File: src/rtl/core/hss_pkg.sv
`timescale 1ns / 1ps

package hss_pkg;

    localparam int COEF_W    = 21;
    localparam int H_W       = 13;
    localparam int MUL_IN_W  = 25;
    localparam int PROD_W    = 2 * MUL_IN_W;
    localparam int ACC_W     = 48;
    localparam int TEMP_W    = 15;
    localparam int HUM_W     = 18;
    localparam int CFG_IDX_W = 2;

    typedef enum logic [1:0] {
        OP_IDENTIFY = 2'd0,
        OP_START    = 2'd1,
        OP_HEATER   = 2'd2,
        OP_POLL     = 2'd3
    } op_t;

    typedef enum logic [CFG_IDX_W-1:0] {
        REG_EXPECTED_ID = 2'd0,
        REG_COEF_ZERO   = 2'd1,
        REG_COEF_LINEAR = 2'd2,
        REG_COEF_SQUARE = 2'd3
    } reg_idx_t;

    localparam logic [2:0] PH_NOTINIT = 3'd0;
    localparam logic [2:0] PH_RELAX   = 3'd1;
    localparam logic [2:0] PH_BUSY    = 3'd2;
    localparam logic [2:0] PH_READY   = 3'd3;
    localparam logic [2:0] PH_ERROR   = 3'd4;

    localparam logic [7:0] WV_TEMP_START = 8'h11;
    localparam logic [7:0] WV_HUM_START  = 8'h01;
    localparam logic [7:0] WV_HEAT_ON    = 8'h02;
    localparam logic [7:0] WV_HEAT_OFF   = 8'h00;

    localparam logic [7:0]  EXPECTED_ID_RST = 8'h50;
    localparam logic signed [COEF_W-1:0] COEF_ZERO_RST   = -21'sd313550;
    localparam logic signed [COEF_W-1:0] COEF_LINEAR_RST = 21'sd26267;
    localparam logic signed [COEF_W-1:0] COEF_SQUARE_RST = -21'sd258;

    localparam logic signed [TEMP_W-1:0] TEMP_OFFSET = 15'sd1600;
    localparam logic signed [H_W-1:0]    HUM_OFFSET  = 13'sd384;
    localparam logic signed [HUM_W-1:0]  HUM_MIN     = -18'sd2048;
    localparam logic signed [HUM_W-1:0]  HUM_MAX     = 18'sd92160;

    typedef struct packed {
        logic signed [COEF_W-1:0] zero;
        logic signed [COEF_W-1:0] linear;
        logic signed [COEF_W-1:0] square;
    } hss_coef_t;

endpackage

File: src/rtl/core/hss_intf.sv
`timescale 1ns / 1ps

interface hss_evt_if;
    import hss_pkg::*;
    logic       valid;
    logic       ready;
    logic [1:0] op;
    logic       read_ok;
    logic       write_ok;
    logic [7:0] id_byte;
    logic [7:0] status_byte;
    logic [7:0] data_high;
    logic [7:0] data_low;
    logic [7:0] config_byte;
    logic       heater_on;

    modport source (output valid, op, read_ok, write_ok, id_byte, status_byte, data_high,
                    data_low, config_byte, heater_on, input ready);
    modport sink (input valid, op, read_ok, write_ok, id_byte, status_byte, data_high,
                  data_low, config_byte, heater_on, output ready);
endinterface

interface hss_rsp_if;
    import hss_pkg::*;
    logic                     valid;
    logic                     ready;
    logic                     accepted;
    logic [2:0]               sensor_status;
    logic                     write_request;
    logic [7:0]               write_value;
    logic signed [TEMP_W-1:0] temperature;
    logic signed [HUM_W-1:0]  humidity;

    modport source (output valid, accepted, sensor_status, write_request, write_value,
                    temperature, humidity, input ready);
    modport sink (input valid, accepted, sensor_status, write_request, write_value,
                  temperature, humidity, output ready);
endinterface

interface hss_cfg_if;
    import hss_pkg::*;
    logic                 valid;
    logic                 ready;
    logic [CFG_IDX_W-1:0] index;
    logic [COEF_W-1:0]    data;

    modport source (output valid, index, data, input ready);
    modport sink (input valid, index, data, output ready);
endinterface

File: src/rtl/core/hss_humidity_unit.sv
`timescale 1ns / 1ps

module hss_humidity_unit (
    input  logic                              clk,
    input  logic                              rst_n,
    input  logic                              start,
    input  logic signed [hss_pkg::H_W-1:0]    h,
    input  hss_pkg::hss_coef_t                coef,
    output logic                              done,
    output logic signed [hss_pkg::HUM_W-1:0]  result
);
    import hss_pkg::*;

    typedef enum logic [2:0] {
        U_IDLE,
        U_SQUARE,
        U_SQR_TERM,
        U_LIN_TERM,
        U_LIN_ACC,
        U_ROUND
    } ustate_t;

    ustate_t                    state_reg;
    logic signed [H_W-1:0]      h_reg;
    logic signed [PROD_W-1:0]   prod_reg;
    logic signed [ACC_W-1:0]    acc_reg;
    logic signed [HUM_W-1:0]    result_reg;
    logic                       done_reg;

    logic signed [MUL_IN_W-1:0] mul_a;
    logic signed [MUL_IN_W-1:0] mul_b;
    logic signed [PROD_W-1:0]   mul_p;
    logic signed [ACC_W-1:0]    acc_init;
    logic signed [ACC_W-1:0]    rnd;
    logic signed [ACC_W-17:0]   scaled;
    logic signed [HUM_W-1:0]    result_next;

    // shared multiplier operand select
    always_comb
    begin
        unique case (state_reg)
            U_SQUARE:
            begin
                mul_a = {{(MUL_IN_W-H_W){h_reg[H_W-1]}}, h_reg};
                mul_b = {{(MUL_IN_W-H_W){h_reg[H_W-1]}}, h_reg};
            end
            U_SQR_TERM:
            begin
                mul_a = {{(MUL_IN_W-COEF_W){coef.square[COEF_W-1]}}, coef.square};
                mul_b = prod_reg[MUL_IN_W-1:0];
            end
            U_LIN_TERM:
            begin
                mul_a = {{(MUL_IN_W-COEF_W){coef.linear[COEF_W-1]}}, coef.linear};
                mul_b = {{(MUL_IN_W-H_W){h_reg[H_W-1]}}, h_reg};
            end
            default:
            begin
                mul_a = '0;
                mul_b = '0;
            end
        endcase
    end

    assign mul_p = mul_a * mul_b;

    // h * 2^20 - c0 * 2^8
    assign acc_init = ({{(ACC_W-H_W){h[H_W-1]}}, h} <<< 20)
                    - ({{(ACC_W-COEF_W){coef.zero[COEF_W-1]}}, coef.zero} <<< 8);

    // round half up to 1/256, then clamp
    assign rnd    = acc_reg + ACC_W'(32768);
    assign scaled = rnd[ACC_W-1:16];

    always_comb
    begin
        priority if (scaled < (ACC_W-16)'(HUM_MIN))
            result_next = HUM_MIN;
        else if (scaled > (ACC_W-16)'(HUM_MAX))
            result_next = HUM_MAX;
        else
            result_next = scaled[HUM_W-1:0];
    end

    always_ff @(posedge clk or negedge rst_n)
    begin
        if (!rst_n)
        begin
            state_reg  <= U_IDLE;
            done_reg   <= 1'b0;
            h_reg      <= '0;
            prod_reg   <= '0;
            acc_reg    <= '0;
            result_reg <= '0;
        end
        else
        begin
            done_reg <= 1'b0;
            unique case (state_reg)
                U_IDLE:
                begin
                    if (start)
                    begin
                        h_reg     <= h;
                        acc_reg   <= acc_init;
                        state_reg <= U_SQUARE;
                    end
                end
                U_SQUARE:
                begin
                    prod_reg  <= mul_p;
                    state_reg <= U_SQR_TERM;
                end
                U_SQR_TERM:
                begin
                    prod_reg  <= mul_p;
                    state_reg <= U_LIN_TERM;
                end
                U_LIN_TERM:
                begin
                    acc_reg   <= acc_reg - prod_reg[ACC_W-1:0];
                    prod_reg  <= mul_p;
                    state_reg <= U_LIN_ACC;
                end
                U_LIN_ACC:
                begin
                    acc_reg   <= acc_reg - (prod_reg[ACC_W-1:0] <<< 4);
                    state_reg <= U_ROUND;
                end
                U_ROUND:
                begin
                    result_reg <= result_next;
                    done_reg   <= 1'b1;
                    state_reg  <= U_IDLE;
                end
                default:
                begin
                    state_reg <= U_IDLE;
                end
            endcase
        end
    end

    assign done   = done_reg;
    assign result = result_reg;

endmodule

File: src/rtl/core/humidity_sensor_sequencer.sv
`timescale 1ns / 1ps
// a request is held in pending registers, then loaded into the output register
// once it is free; a poll that completes humidity first runs five steps of the
// shared multiplier and rounding unit; no new request is taken before that load
// the output register lets a new request in while the previous result waits
// reset: phase not initialized, stores zero, registers at their defaults

module humidity_sensor_sequencer (
    input  logic      clk,
    input  logic      rst_n,
    hss_evt_if.sink   evt,
    hss_rsp_if.source rsp,
    hss_cfg_if.sink   cfg
);
    import hss_pkg::*;

    typedef enum logic [1:0] {
        ST_IDLE,
        ST_CALC,
        ST_SEND
    } state_t;

    state_t                   state_reg;
    logic [2:0]               phase_reg;
    logic signed [TEMP_W-1:0] temp_store_reg;
    logic signed [HUM_W-1:0]  hum_store_reg;
    logic [7:0]               expected_id_reg;
    hss_coef_t                coef_reg;

    logic                     pend_accepted_reg;
    logic                     pend_wreq_reg;
    logic [7:0]               pend_wval_reg;

    logic                     rsp_valid_reg;
    logic                     rsp_accepted_reg;
    logic [2:0]               rsp_status_reg;
    logic                     rsp_wreq_reg;
    logic [7:0]               rsp_wval_reg;
    logic signed [TEMP_W-1:0] rsp_temp_reg;
    logic signed [HUM_W-1:0]  rsp_hum_reg;

    logic                     evt_fire;
    logic                     rsp_load;
    logic [2:0]               phase_next;
    logic signed [TEMP_W-1:0] temp_next;
    logic                     accepted_next;
    logic                     wreq_next;
    logic [7:0]               wval_next;
    logic                     hum_start;
    logic [15:0]              raw;
    logic signed [H_W-1:0]    h_val;
    logic                     unit_done;
    logic signed [HUM_W-1:0]  unit_result;

    assign evt.ready = (state_reg == ST_IDLE);
    assign evt_fire  = evt.valid && evt.ready;
    assign cfg.ready = 1'b1;

    // output register free to take the pending result
    assign rsp_load  = (state_reg == ST_SEND) && (!rsp_valid_reg || rsp.ready);

    assign raw   = {evt.data_high, evt.data_low};
    assign h_val = $signed({1'b0, raw[15:4]}) - HUM_OFFSET;

    // event decode against the current phase
    always_comb
    begin
        phase_next    = phase_reg;
        temp_next     = temp_store_reg;
        accepted_next = 1'b0;
        wreq_next     = 1'b0;
        wval_next     = 8'h00;
        hum_start     = 1'b0;
        unique case (op_t'(evt.op))
            OP_IDENTIFY:
            begin
                phase_next = PH_NOTINIT;
                if (evt.read_ok && (evt.id_byte == expected_id_reg))
                begin
                    phase_next    = PH_RELAX;
                    accepted_next = 1'b1;
                end
            end
            OP_START:
            begin
                if (phase_reg == PH_RELAX)
                begin
                    wreq_next     = 1'b1;
                    wval_next     = WV_TEMP_START;
                    accepted_next = evt.write_ok;
                    phase_next    = evt.write_ok ? PH_BUSY : PH_ERROR;
                end
            end
            OP_HEATER:
            begin
                if (phase_reg == PH_RELAX)
                begin
                    wreq_next     = 1'b1;
                    wval_next     = evt.heater_on ? WV_HEAT_ON : WV_HEAT_OFF;
                    accepted_next = evt.write_ok;
                end
            end
            OP_POLL:
            begin
                if (phase_reg == PH_BUSY)
                begin
                    if (!evt.read_ok)
                        phase_next = PH_ERROR;
                    else if (!evt.status_byte[0])
                    begin
                        if (evt.config_byte[4])
                        begin
                            // temperature mode finished, kick off humidity
                            temp_next  = $signed({1'b0, raw[15:2]}) - TEMP_OFFSET;
                            wreq_next  = 1'b1;
                            wval_next  = WV_HUM_START;
                            phase_next = evt.write_ok ? PH_BUSY : PH_ERROR;
                        end
                        else
                        begin
                            hum_start  = 1'b1;
                            phase_next = PH_READY;
                        end
                    end
                end
            end
            default:
            begin
                phase_next = phase_reg;
            end
        endcase
    end

    hss_humidity_unit u_hum (
        .clk    (clk),
        .rst_n  (rst_n),
        .start  (evt_fire && hum_start),
        .h      (h_val),
        .coef   (coef_reg),
        .done   (unit_done),
        .result (unit_result)
    );

    always_ff @(posedge clk or negedge rst_n)
    begin
        if (!rst_n)
        begin
            expected_id_reg <= EXPECTED_ID_RST;
            coef_reg.zero   <= COEF_ZERO_RST;
            coef_reg.linear <= COEF_LINEAR_RST;
            coef_reg.square <= COEF_SQUARE_RST;
        end
        else if (cfg.valid && cfg.ready)
        begin
            unique case (reg_idx_t'(cfg.index))
                REG_EXPECTED_ID: expected_id_reg <= cfg.data[7:0];
                REG_COEF_ZERO:   coef_reg.zero   <= $signed(cfg.data);
                REG_COEF_LINEAR: coef_reg.linear <= $signed(cfg.data);
                REG_COEF_SQUARE: coef_reg.square <= $signed(cfg.data);
                default:         expected_id_reg <= expected_id_reg;
            endcase
        end
    end

    always_ff @(posedge clk or negedge rst_n)
    begin
        if (!rst_n)
        begin
            state_reg         <= ST_IDLE;
            phase_reg         <= PH_NOTINIT;
            temp_store_reg    <= '0;
            hum_store_reg     <= '0;
            pend_accepted_reg <= 1'b0;
            pend_wreq_reg     <= 1'b0;
            pend_wval_reg     <= '0;
            rsp_valid_reg     <= 1'b0;
            rsp_accepted_reg  <= 1'b0;
            rsp_status_reg    <= '0;
            rsp_wreq_reg      <= 1'b0;
            rsp_wval_reg      <= '0;
            rsp_temp_reg      <= '0;
            rsp_hum_reg       <= '0;
        end
        else
        begin
            if (rsp.ready && !rsp_load)
                rsp_valid_reg <= 1'b0;
            unique case (state_reg)
                ST_IDLE:
                begin
                    if (evt_fire)
                    begin
                        phase_reg         <= phase_next;
                        temp_store_reg    <= temp_next;
                        pend_accepted_reg <= accepted_next;
                        pend_wreq_reg     <= wreq_next;
                        pend_wval_reg     <= wval_next;
                        state_reg         <= hum_start ? ST_CALC : ST_SEND;
                    end
                end
                ST_CALC:
                begin
                    if (unit_done)
                    begin
                        hum_store_reg <= unit_result;
                        state_reg     <= ST_SEND;
                    end
                end
                ST_SEND:
                begin
                    // wait for the output register to free up
                    if (rsp_load)
                    begin
                        rsp_valid_reg    <= 1'b1;
                        rsp_accepted_reg <= pend_accepted_reg;
                        rsp_status_reg   <= phase_reg;
                        rsp_wreq_reg     <= pend_wreq_reg;
                        rsp_wval_reg     <= pend_wval_reg;
                        rsp_temp_reg     <= temp_store_reg;
                        rsp_hum_reg      <= hum_store_reg;
                        state_reg        <= ST_IDLE;
                    end
                end
                default:
                begin
                    state_reg <= ST_IDLE;
                end
            endcase
        end
    end

    assign rsp.valid         = rsp_valid_reg;
    assign rsp.accepted      = rsp_accepted_reg;
    assign rsp.sensor_status = rsp_status_reg;
    assign rsp.write_request = rsp_wreq_reg;
    assign rsp.write_value   = rsp_wval_reg;
    assign rsp.temperature   = rsp_temp_reg;
    assign rsp.humidity      = rsp_hum_reg;

endmodule

File: src/flat_wrapper.sv
// flat-port wrapper written by rule: the top's interface ports become plain ports
module humidity_sensor_sequencer_flat import hss_pkg::*;
  (clk, rst_n, evt_valid, evt_op, evt_read_ok, evt_write_ok, evt_id_byte, evt_status_byte, evt_data_high, evt_data_low, evt_config_byte, evt_heater_on, evt_ready, rsp_valid, rsp_accepted, rsp_sensor_status, rsp_write_request, rsp_write_value, rsp_temperature, rsp_humidity, rsp_ready, cfg_valid, cfg_index, cfg_data, cfg_ready);
  hss_evt_if evt_i ();
  hss_rsp_if rsp_i ();
  hss_cfg_if cfg_i ();
  input  logic clk;
  input  logic rst_n;
  input wire logic [$bits(evt_i.valid)-1:0] evt_valid;
  input wire logic [$bits(evt_i.op)-1:0] evt_op;
  input wire logic [$bits(evt_i.read_ok)-1:0] evt_read_ok;
  input wire logic [$bits(evt_i.write_ok)-1:0] evt_write_ok;
  input wire logic [$bits(evt_i.id_byte)-1:0] evt_id_byte;
  input wire logic [$bits(evt_i.status_byte)-1:0] evt_status_byte;
  input wire logic [$bits(evt_i.data_high)-1:0] evt_data_high;
  input wire logic [$bits(evt_i.data_low)-1:0] evt_data_low;
  input wire logic [$bits(evt_i.config_byte)-1:0] evt_config_byte;
  input wire logic [$bits(evt_i.heater_on)-1:0] evt_heater_on;
  output wire logic [$bits(evt_i.ready)-1:0] evt_ready;
  output wire logic [$bits(rsp_i.valid)-1:0] rsp_valid;
  output wire logic [$bits(rsp_i.accepted)-1:0] rsp_accepted;
  output wire logic [$bits(rsp_i.sensor_status)-1:0] rsp_sensor_status;
  output wire logic [$bits(rsp_i.write_request)-1:0] rsp_write_request;
  output wire logic [$bits(rsp_i.write_value)-1:0] rsp_write_value;
  output wire logic [$bits(rsp_i.temperature)-1:0] rsp_temperature;
  output wire logic [$bits(rsp_i.humidity)-1:0] rsp_humidity;
  input wire logic [$bits(rsp_i.ready)-1:0] rsp_ready;
  input wire logic [$bits(cfg_i.valid)-1:0] cfg_valid;
  input wire logic [$bits(cfg_i.index)-1:0] cfg_index;
  input wire logic [$bits(cfg_i.data)-1:0] cfg_data;
  output wire logic [$bits(cfg_i.ready)-1:0] cfg_ready;
  assign evt_i.valid = evt_valid;
  assign evt_i.op = evt_op;
  assign evt_i.read_ok = evt_read_ok;
  assign evt_i.write_ok = evt_write_ok;
  assign evt_i.id_byte = evt_id_byte;
  assign evt_i.status_byte = evt_status_byte;
  assign evt_i.data_high = evt_data_high;
  assign evt_i.data_low = evt_data_low;
  assign evt_i.config_byte = evt_config_byte;
  assign evt_i.heater_on = evt_heater_on;
  assign evt_ready = evt_i.ready;
  assign rsp_valid = rsp_i.valid;
  assign rsp_accepted = rsp_i.accepted;
  assign rsp_sensor_status = rsp_i.sensor_status;
  assign rsp_write_request = rsp_i.write_request;
  assign rsp_write_value = rsp_i.write_value;
  assign rsp_temperature = rsp_i.temperature;
  assign rsp_humidity = rsp_i.humidity;
  assign rsp_i.ready = rsp_ready;
  assign cfg_i.valid = cfg_valid;
  assign cfg_i.index = cfg_index;
  assign cfg_i.data = cfg_data;
  assign cfg_ready = cfg_i.ready;
  humidity_sensor_sequencer u_core (.clk(clk), .rst_n(rst_n), .evt(evt_i), .rsp(rsp_i), .cfg(cfg_i));
endmodule
File: config.mk
export PLATFORM = sky130hd
export DESIGN_NAME = humidity_sensor_sequencer_flat
export DESIGN_NICKNAME = d
export VERILOG_FILES = /design/src/rtl/core/hss_pkg.sv /design/src/rtl/core/hss_intf.sv /design/src/rtl/core/hss_humidity_unit.sv /design/src/rtl/core/humidity_sensor_sequencer.sv /design/src/flat_wrapper.sv
export SDC_FILE = /design/constraint.sdc
export NUM_CORES = 2
export LEC_CHECK = 0
export BUFFER_PORTS_ARGS = -buffer_cell sky130_fd_sc_hd__buf_2
export CORE_MARGIN = 5
export CORE_UTILIZATION = 64
export CTS_CLUSTER_DIAMETER = 200
export DETAILED_ROUTE_END_ITERATION = 16
export GPL_TIMING_DRIVEN = 0
export HOLD_SLACK_MARGIN = 0.02
export PLACE_DENSITY = 0.82
export SYNTH_ARGS = -nofsm -noshare
export SYNTH_HDL_FRONTEND = slang
export SYNTH_SLANG_ARGS = --single-unit
File: constraint.sdc
create_clock -name clk -period 12.6 [get_ports clk]
set_input_delay 2.52 -clock clk [delete_from_list [all_inputs] [get_ports clk]]
set_output_delay 2.52 -clock clk [all_outputs]
set_load 0.1 [all_outputs]
Yosys cells after proc, flatten, opt, wreduce, memory -nomap -nowiden:

Cells that the tools add are included.

* register bits: 297
* logic and storage cells: 133

* multiply operators: 1
* add/sub/neg operators: 6
* reductions and logical operators: 29
* muxes and demuxes: 47
* equal/unequal tests: 23
* bitwise gates (word level): 1
* magnitude comparators: 2

Operators with widths (number)
* $pmux 48 s3: 1
* $sub 48x48->48: 2
* $pmux 25 s3: 1
* $pmux 25 s2: 1
* $add 48x17->48 const B: 1
* $mul 25x25->48: 1
* $mux 48: 1
* $mux 18: 2
* $sub 33x29->34: 1
* $gt 32x18->1 const B: 1
* $lt 32x12->1 const B: 1
* $mux 8: 4
* $pmux 8 s3: 1
* $mux 3: 7
* $mux 1: 18
* $reduce_and 2->1: 9
* $pmux 3 s5: 1
* $sub 14x11->15 const B: 1
* $sub 12x9->13 const B: 1
* $eq 2x2->1 const B: 5
* $mux 2: 5
* $eq 3x2->1 const B: 3
* $pmux 3 s3: 1
* $eq 8x8->1: 1
* other kinds (21): 39

Longest topological paths before layout:

* depth after elaboration: 8
* mapped depth: 35
* depth with buffers taken out: 29

Cells and area by module:

A second synthesis with hierarchy kept.

* cell total of the unflattened synthesis: 4327
* area, all modules: 39167.6 um^2

Modules (own cells, without submodules)
* hss_humidity_unit: area an instance 32741.4 um^2, cells each 3885, instances 1
* humidity_sensor_sequencer: area an instance 6426.2 um^2, cells each 442, instances 1

Worst setup path after synthesis:

Ideal clock, no wire load.

* path kind: reg-to-reg
* start: register u_core.u_hum.state_reg[0]
* end: register u_core.u_hum.prod_reg[46]
* clock period less this slack: 8174 ps
* cell stages (with the launch flop): 31
* library setup time: 124 ps
* data required time: 12476 ps
* buffers on the path: 4
* setup slack: 4426 ps
* data arrival time: 8050 ps
* cell sequence: dfrtp_1 clkbuf_1 nor2b_1 nor2b_1 clkbuf_1 clkbuf_1 a22oi_1 clkbuf_1 nor2_1 fa_1 fa_1 inv_1 fa_1 fa_1 inv_1 fa_1 fa_1 inv_1 fa_1 inv_1 ha_1 a21o_1 a21o_1 a21oi_1 o221ai_1 a41o_1 a211oi_1 o211ai_1 a211oi_1 nor4b_1 a211o_1

* longest elaborated chain between the ends: 4
* elaborated cells on any way between the ends: 8
* those cells by class: 1 x mul; 3 x eq/ne; 2 x mux; 2 x reduce/logical

Ends and longest elaborated chain
* start, declared: RTL line hss_humidity_unit.sv:23 `ustate_t state_reg;`
* start signal, assigned: RTL line hss_humidity_unit.sv:89 `state_reg <= U_IDLE;`
* start signal, assigned: RTL line hss_humidity_unit.sv:106 `state_reg <= U_SQUARE;`
* start signal, assigned: RTL line hss_humidity_unit.sv:112 `state_reg <= U_SQR_TERM;`
* $eq 3x2->1 or $eq 3x1->1 (tied branches): RTL line hss_humidity_unit.sv:41, hss_humidity_unit.sv:99
* $reduce_or 2->1 (no source line)
* $pmux 25 s2: RTL line hss_humidity_unit.sv:41 `unique case (state_reg)`
* $mul 25x25->48: RTL line hss_humidity_unit.sv:65 `assign mul_p = mul_a * mul_b;`
* end signal, assigned: RTL line hss_humidity_unit.sv:111 `prod_reg <= mul_p;`
* end signal, assigned: RTL line hss_humidity_unit.sv:116 `prod_reg <= mul_p;`
* end signal, assigned: RTL line hss_humidity_unit.sv:122 `prod_reg <= mul_p;`
* end, declared: RTL line hss_humidity_unit.sv:25 `logic signed [PROD_W-1:0] prod_reg;`

Parallel ways exist; a longest one is shown, timed or not.
A chain may end at the register's enable or synchronous reset.

Worst setup path after layout:

* start: register u_core.u_hum.state_reg[0]
* end: register u_core.u_hum.prod_reg[41]

The elaborated chain is that of the path after synthesis.

==> impl_results.md <==
* Die span in x at approximately 260 um
* Final cell count without fillers at 5376
* Synth Cell Area at 39400 um2
* Slew @ Worst Pin at 1.57 ns
* Slew Limit Headroom at -4.90%
* Final Wtd Congestion at roughly 1.1
* Crit Path Class: flop to flop
* Cell row count at 91
* Drt drc at 0
* GR Util All Layers at between 30% and 40%
* Critical path's slowest cell: fa_1
* Post-synthesis instance total at around 4400
* Most frequent CP cell: fa_1
* Layout area overhead at 6.29%
* Maximum vdd drop at approximately 0.1 mV
* PwrDens at between 150 and 200 nW/um2
* Multi-input gate area at 28600 um2
* Max incr delay on CP at roughly 1.3 ns
* Leak at roughly 20 nW
* YS warnings at 0
* WP data arrival at ~12 ns
* Hold Crit Class: flop to flop
* Worst skew pair latency at between 0.5 and 0.6 ns
* Ratio of cells with drive above 1 in the final layout at between 8 and 9%
* Hold slack at around 0.47 ns
* Setup violations, final at 0
* Final Max Slew Viols at 11
* WP data required at between 10 and 15 ns
* Outcome: complete, but fails checks
* Mapped Avg Cell Area at 8.90 um2
* Largest register FFs at 63
* Largest net degree at the start of global routing at about 110
* Routed wire length at 130000 um
* Root Buffer: clkbuf_16
* Final HPWL DP at between 100000 and 150000 um
* NumNets Final at roughly 5500
* Via density per instance at 6.18
* DIE AREA at 66700 um2
* Vias in the first global route at 34100
* Final TNS setup at 0 ns
* Leading area contributor after synthesis: fa_1
* Total gr overflow at 0
* Seq cells post-synth at about 290
* Clock Skews at between 0.02 and 0.03 ns
* Initial antenna violation count at 4
* H-tree depth at 1
* Die Height at around 260 um
* # resized after CTS at 0
* Number of synthesized flops with an enable pin at 0
* TritonCTS Buffers at 26
* Ports at approximately 120
* Post-synth ARST share at 100%
* Post-synthesis sequential area ratio at a little under a fifth
* Hold Buf Count CTS at 0
* Layout filler cell count at ~5000
* CTS max path bufs at 3
* Critical path endpoint category: flop
* Inst Count DP at roughly 5300
* Initial DRC count at about 3200
* CTS tree: yes
* Ys flop type: dfrtp_1
* Maxcap violations at 1
* Post-synth top area share at between 20% and 30%
* Pre-CTS setup slack at 1.64 ns
* Tcrit/Tclk final at approximately nine tenths
* DRT Pass-1 Iters at 7
* Crit start category: flop
* CTS clock-pin slew for the worst setup and hold paths at about 0.070 ns
* DR WL/cell at roughly 24 um
* Unrepaired setup endpoints after global routing: false
* F_max at just under 0.09 GHz
* Final Critical Period at ~11 ns
* Area contributors post-synth: fa_1, dfrtp_1, ha_1
* Final WS setup at 1.31 ns
* IO Port Bufs at between 90 and 100
* Register area at roughly 7200 um2
* Routed via count at 33200
* Final number of hold-violating endpoints at 0
* Failing checks: max-capacitance violations, max-slew violations
* Core ar. at between 60000 and 70000 um2
* Util after Layout at 68.3%
* Setup bufs post-CTS at 0
* Post-DRT Antenna Nets at 0
* Initial Util at about 64%
* Yosys cell types at ~90
* # clock sinks at ~290
* Critical path peak fanout at 13
* First-pass GRT wire length at 199000 um
routing by layer:
metal / track usage [%] / part of all wire [%] / up-vias
li1: - / - / 14600
met1: 48.8 / 36 / 16400
met5: 0 / 0.010 / -
met3: 9.07 / 11 / 458
met4: 19.3 / 6.6 / 2
met2: 64.1 / 46 / 1826
final timing paths:
path | startpoint | to | slack (ns) | cells past startpoint
max in group asynchronous | rst_n | u_core.u_hum.acc_reg[39] | 9.74 | 2
worst min register to register | u_core.temp_store_reg[0] | u_core.temp_store_reg[0] | 0.47 | 2
worst min-delay path | u_core.temp_store_reg[0] | u_core.temp_store_reg[0] | 0.47 | 2
worst max register to register | u_core.u_hum.state_reg[0] | u_core.u_hum.prod_reg[41] | 1.31 | 29
min in group asynchronous | rst_n | u_core.phase_reg[2] | 1.89 | 1
worst max-delay path | u_core.u_hum.state_reg[0] | u_core.u_hum.prod_reg[41] | 1.31 | 29
per-stage QoR:
stage | cell area [um2] | total power [mW]
3_3_place_gp | 40900 | 6.20
6_report | 41900 | 7.28
2_1_floorplan | 39500 | 4.77
3_5_place_dp | 41000 | 6.25
4_1_cts | 41900 | 7.12
5_1_grt | 41900 | 7.72
report_power, final:
group	switching [mW]	internal (mW)
Sequential	0.274	1.17
Clock	0.374	0.469
Combinational	3.32	1.68
logic make-up (layout without fill, tap and decap cells):
logic type	after synthesis	count (layout)	share of synthesized area, %
mux	168	168	4.80
buf+inv	929	1077	9.09
other cells	2	9	0.0190
compound gates	802	802	12.8
xor+xnor	185	185	4.11
fa+ha+maj	829	829	37.3
simple gates	1229	1229	13.5
flops	287	287	18.3
Yosys cell counts (13+ instances only):
library cell,number
buf_1,15
inv_1,716
nor4_1,16
o22ai_1,17
nor2b_1,21
o21ai_0,198
a21oi_1,241
a31oi_1,32
nand2_1,524
a22o_1,14
dfstp_2,42
clkbuf_1,179
nand3_1,54
o211ai_1,13
xor2_1,67
o21a_1,13
a221oi_1,14
and2_1,20
xnor2_1,118
dfrtp_1,245
a211oi_1,28
ha_1,249
nand4_1,33
nor3_1,21
nor2_1,434
mux2_2,168
and3_1,25
a22oi_1,13
nand2b_1,23
o21bai_1,23
fa_1,580
a21o_1,88
worst max-delay path, delay by kind of cell, from the launching register on:
family                   cells  cell delay [ns]
AO/OA/AOI/OAI               10             2.86
XOR/XNOR                     1             0.18
adder cells (fa/ha/maj)      7             4.40
buffers and inverters        8             2.14
flip-flops                   1             0.32
AND/OR/NAND/NOR              3             1.22
cell type report:
cell class / count / area share (%)
Multi-Input combinational cell: 3219 / 68.3
Sequential cell: 287 / 17.3
Antenna cell: 3 / 0.0179
Timing Repair Buffer: 100 / 1.33
Buffer: 211 / 2.12
Inverter: 718 / 6.43
Clock inverter: 14 / 0.382
Tap cell: 790 / 2.36
Clock buffer: 34 / 1.80
layout by cell type (no fill, tap or decap), drive strengths merged, types with 10 or more instances in the layout:
master and instances:
dfstp 42, a211oi 38, a31oi 32, and2 22, nor4 19, o21a 13
o22ai 17, a21boi 10, nor2 434, dfrtp 245, xnor2 118, a21o 88
xor2 67, o21bai 23, a22o 14, nand3 54, a211o 10, nand2b 23
inv 719, and3 26, nand2 525, mux2 168, nor2b 21, buf 127
a22oi 13, fa 580, o211ai 13, o21ai 201, o31ai 11, a21oi 242
clkbuf 217, ha 249, nand4 34, a221oi 14, o221ai 11, nor3 23
(Power assumes the default switching activity.)
